$ cat src/hw/rtl/sixs_pkg.sv
// ---------------------------------------------------------------------------
// sixs_pkg
// Shared constants, codes and controller/datapath interface types for the
// segment index block.
// ---------------------------------------------------------------------------
package sixs_pkg;

    localparam int DEPTH     = 32;
    localparam int TIME_BITS = 48;
    localparam int MAX_OUT   = 32;

    localparam int T_W       = 48;
    localparam int ID_W      = 32;
    localparam int ENTRY_W   = 2 * T_W + ID_W;
    localparam int ADDR_W    = (DEPTH > 1) ? $clog2(DEPTH) : 1;
    localparam int CNT_W     = $clog2(DEPTH + 1);
    localparam int OCNT_W    = $clog2(MAX_OUT + 1);
    localparam int KEY_W     = T_W + ID_W + ADDR_W;

    localparam logic [T_W-1:0] TIME_MASK =
        (TIME_BITS >= T_W) ? {T_W{1'b1}} : ((T_W'(1) << TIME_BITS) - T_W'(1));

    typedef enum logic [1:0] {
        FUNC_CLEAR  = 2'd0,
        FUNC_LOAD   = 2'd1,
        FUNC_WINDOW = 2'd2,
        FUNC_SEEK   = 2'd3
    } t_func;

    typedef enum logic [2:0] {
        CODE_DONE   = 3'd0,
        CODE_FULL   = 3'd1,
        CODE_LISTED = 3'd2,
        CODE_NONE   = 3'd3,
        CODE_INSIDE = 3'd4,
        CODE_GAP    = 3'd5
    } t_code;

    typedef enum logic [1:0] {
        EMIT_NOTHING = 2'd0,
        EMIT_PEND    = 2'd1,
        EMIT_EMPTY   = 2'd2,
        EMIT_SEEK    = 2'd3
    } t_emit;

    typedef struct packed {
        logic  do_clear;
        logic  do_load;
        logic  query_start;
        logic  pass_clr;
        logic  scan_en;
        logic  take_best;
        t_emit emit;
        logic  emit_last;
    } t_cmd;

    typedef struct packed {
        logic scan_done;
        logic best_vld;
        logic pend_vld;
        logic cap_hit;
        logic is_window;
    } t_status;

endpackage

$ cat src/hw/rtl/sixs_ctrl.sv
// ---------------------------------------------------------------------------
// sixs_ctrl
// Controller: sequences clear/load, table scan passes and result emission.
// ---------------------------------------------------------------------------
module sixs_ctrl (
    input  logic              i_clk,
    input  logic              i_rst_n,
    input  logic              i_start,
    input  logic [1:0]        i_func,
    input  sixs_pkg::t_status i_status,
    output sixs_pkg::t_cmd    o_cmd,
    output logic              o_busy
);

    typedef enum logic [2:0] {
        S_IDLE = 3'b001,
        S_SCAN = 3'b010,
        S_END  = 3'b100
    } t_state;

    t_state         r_state;
    t_state         n_state;
    sixs_pkg::t_cmd cmd;

    always_comb begin
        n_state = r_state;
        cmd     = '0;
        cmd.emit = sixs_pkg::EMIT_NOTHING;
        case (r_state)
            S_IDLE: begin
                if (i_start) begin
                    case (sixs_pkg::t_func'(i_func))
                        sixs_pkg::FUNC_CLEAR: cmd.do_clear = 1'b1;
                        sixs_pkg::FUNC_LOAD:  cmd.do_load  = 1'b1;
                        default: begin
                            cmd.query_start = 1'b1;
                            cmd.pass_clr    = 1'b1;
                            n_state         = S_SCAN;
                        end
                    endcase
                end
            end
            S_SCAN: begin
                cmd.scan_en = 1'b1;
                if (i_status.scan_done) begin
                    n_state = S_END;
                end
            end
            S_END: begin
                if (!i_status.is_window) begin
                    cmd.emit      = sixs_pkg::EMIT_SEEK;
                    cmd.emit_last = 1'b1;
                    n_state       = S_IDLE;
                end else if (i_status.best_vld && i_status.pend_vld && i_status.cap_hit) begin
                    // list is full, the held entry closes it
                    cmd.emit      = sixs_pkg::EMIT_PEND;
                    cmd.emit_last = 1'b1;
                    n_state       = S_IDLE;
                end else if (i_status.best_vld) begin
                    // another hit exists, so the held one is not the last
                    if (i_status.pend_vld) begin
                        cmd.emit = sixs_pkg::EMIT_PEND;
                    end
                    cmd.take_best = 1'b1;
                    cmd.pass_clr  = 1'b1;
                    n_state       = S_SCAN;
                end else if (i_status.pend_vld) begin
                    cmd.emit      = sixs_pkg::EMIT_PEND;
                    cmd.emit_last = 1'b1;
                    n_state       = S_IDLE;
                end else begin
                    cmd.emit      = sixs_pkg::EMIT_EMPTY;
                    cmd.emit_last = 1'b1;
                    n_state       = S_IDLE;
                end
            end
            default: n_state = S_IDLE;
        endcase
    end

    always_ff @(posedge i_clk) begin
        if (!i_rst_n) begin
            r_state <= S_IDLE;
        end else begin
            r_state <= n_state;
        end
    end

    assign o_cmd  = cmd;
    assign o_busy = (r_state != S_IDLE);

endmodule

$ cat config.mk
export PLATFORM = sky130hd
export DESIGN_NAME = sixs_ctrl
export DESIGN_NICKNAME = d
export VERILOG_FILES = /design/src/hw/rtl/sixs_pkg.sv /design/src/hw/rtl/sixs_ctrl.sv
export SDC_FILE = /design/constraint.sdc
export NUM_CORES = 1
export LEC_CHECK = 0
export BUFFER_PORTS_ARGS = -buffer_cell sky130_fd_sc_hd__buf_2
export CORE_AREA = 2 2 39 41
export DETAILED_ROUTE_END_ITERATION = 12
export DIE_AREA = 0 0 41 43
export PLACE_DENSITY = 0.55
export SLEW_MARGIN = 5
export SYNTH_ARGS = -nofsm -noshare
export SYNTH_HDL_FRONTEND = slang
export SYNTH_SLANG_ARGS = --single-unit
export TNS_END_PERCENT = 50
$ cat constraint.sdc
create_clock -name i_clk -period 2.3 [get_ports i_clk]
set_input_delay 0.23 -clock i_clk [delete_from_list [all_inputs] [get_ports i_clk]]
set_output_delay 0.23 -clock i_clk [all_outputs]
set_load 0.01 [all_outputs]
==> flow_summary.ini <==
[final_layout]
largest_register_ffs = 3
drive_above_1_share_pct = 51.0
top_regs = r_state (3)
layout_common_cells = buf_2, nand2_1, clkbuf_4, dfxtp_1
largest-register = r_state
fin_nets = 62
fin_cells = 67
area_growth_pct = 60.1
final_common_cell = buf_2
antenna_cells = 0

[setup_path]
slowest_stage = dfxtp_1
path_max_fanout = 5
critPathCaptureType = primary output
path_buf_inv = 2
max_stage_delay_ns = 0.37
cp_data_required_time_ns = 2.07
cp_cell_sequence = nor3b_2 > inv_2 > nor4b_1 > buf_2
cp.arrival_ns = 1.45
cp_top_family = simple AND/OR/NAND/NOR gates
worstSetupStartpointType = flip-flop
crit_type = reg -> out

[power]
switchingPower_uw = 77.5
p_per_area_mw_per_mm2 = 634
vdd_drop_max_mv = 0.160
finalPower_uw = 239
comb_power_share_pct = 32.1
p_int_uw = 161
p_clk_share_pct = 38.6
seqPwrFrac_pct = 29.3
leakage_nw = 0.202
switching_share_pct = 32.4

[logic_synthesis]
synthSimpleGateAreaFrac_pct = 53.2
yosysSeqAreaShare_pct = 25.5
synth.avg_cell_area_um2 = 8.40
synth_top_family_by_area = simple AND/OR/NAND/NOR gates
synth_xor_area_share_pct = 0
yosysTopAreaCell = dfxtp_1
synth_adder_area_share_pct = 0
synth_cell_type_count = 20
syn_inst = 28
netlist.area_leader.share_pct = 25.5
synth.area.top_cells = dfxtp_1, nor3b_4, nand2_1
synth_compound_area_share_pct = 18.1
netlist_area_um2 = 235
synthMuxAreaShare_pct = 0
yosys_warnings = 0
synth-seq-cells = 3
syn_nets = 38

[routing]
final_antenna_net_count = 0
drc = 0
post_drt_wl_per_cell_um = 9.15
drtIter0Drc = 3
routed_wl_um = 613
drt_first_pass_iters = 2
vias = 298
vias_per_cell = 4.45

[sta]
period_share_pct = 72.9
final.setup.tns_ns = 0
hold_viol = 0
period_minus_slack_ns = 1.68
finalSetupViolCount = 0
finalMaxSlewViolations = 0
finClkSkew_ns = 0.00359
rsz0062_at_grt = no
relSlewSlack_pct = 74.6
tightest_slew_ns = 0.380
layout_setup_ws_ns = 0.624
max_freq_mhz = 597

[clocking]
cts.path.max_buffers = 2
clk_pin_slew_ns = 0.04
cts_hold_buf = 0
cts_buffers = 3
htreeDepth = 1
clk_latency_ns = 0.23
clock_sinks = 3
root_buffer = clkbuf_4
cts_tree = done
cts_setup_buffers = 0
cts_resized = 0

[placed_design]
post-dp-hpwl_um = 526
port_buffers = 19
dp_cells = 63
routabilityCongestion = 0.679
place_ws_ns = 0.851

[global_route]
antenna_found_initial = 0
grt_pass1_vias = 269
grt_overflow = 0
grt_max_degree = 6
grt_pass1_wl_um = 966
grt_usage_pct = 8.43

[run]
drv_cap = 0

[hold_path]
hold_path.class = in -> reg

[die]
core_mm2 = 0.00138
chipWidth_um = 41
boundaryPins = 20
initial_core_util_pct = 17.0
rows = 14
die_area_mm2 = 0.00176
fp.dieH_um = 43

[outcome]
status = complete, no violations
==> worst register-to-register path: cells and delay by family, from the launching register on <==
family           cells  cell delay (ns)
AO/OA/AOI/OAI        1             0.12
AND/OR/NAND/NOR      2             0.66
flip-flops           1             0.37
==> routing by layer <==
| layer | wire (um) | up-vias | track usage, % |
|---|---|---|---|
| met5 | 0 | - | 0 |
| met4 | 0 | 0 | 8.00 |
| met3 | 43 | 0 | 3.14 |
| met2 | 297 | 9 | 12.5 |
| met1 | 272 | 135 | 8.33 |
| li1 | - | 154 | - |
==> path summary, 6_finish.rpt <==
| kind | start | endpoint | slack, ns | cells after the start |
|---|---|---|---|---|
| worst max-delay path | r_state[0] | o_cmd[8] | 0.62 | 4 |
| worst min-delay path | i_rst_n | r_state[0] | 0.21 | 2 |
| worst max register to register | r_state[2] | r_state[0] | 1.02 | 3 |
| worst min register to register | r_state[2] | r_state[2] | 0.69 | 2 |
==> power groups by stage <==
stage,combinational (mW),sequential (mW),clock (mW)
floorplan,0.0477,0.0684,0
global placement,0.0775,0.0705,0
detailed placement,0.0784,0.0711,0
CTS,0.0786,0.0702,0.0985
global route,0.0857,0.0708,0.101
finish,0.0766,0.0698,0.0923
==> cell families after synthesis <==
kind of cell	count (synthesis)
compound gates	6
buf+inv	2
flops	3
simple gates	17
==> through the flow <==
step,utilization [%],area (um^2),hold WS (ns)
6_report,27.2,377,0.207
5_1_grt,27.2,377,0.216
4_1_cts,27.2,377,0.199
3_5_place_dp,25.3,350,0.447
3_3_place_gp,25.3,350,0.449
2_1_floorplan,-,235,0.308
==> final cells by class <==
| type | instances | area [um^2] |
|---|---|---|
| sequential | 3 | 60.1 |
| clock buffer | 4 | 26.3 |
| timing repair buffer | 19 | 95.1 |
| fill | 161 | 1010 |
| multi-input combinational | 23 | 168 |
| inverter | 2 | 7.51 |
| tap | 16 | 20.0 |
==> cells in the mapped netlist <==
cell	instances
a21oi_1	2
a31oi_1	1
and3_1	1
and4b_1	1
dfxtp_1	3
inv_1	1
inv_2	1
nand2_1	4
nand4_1	1
nand4b_1	1
nor2_1	2
nor2b_1	2
nor3b_1	1
nor3b_2	1
nor3b_4	1
nor4b_1	1
o21a_1	1
o311a_1	1
o311ai_1	1
or3b_4	1
No activity file was read; power rests on OpenSTA's default activity.
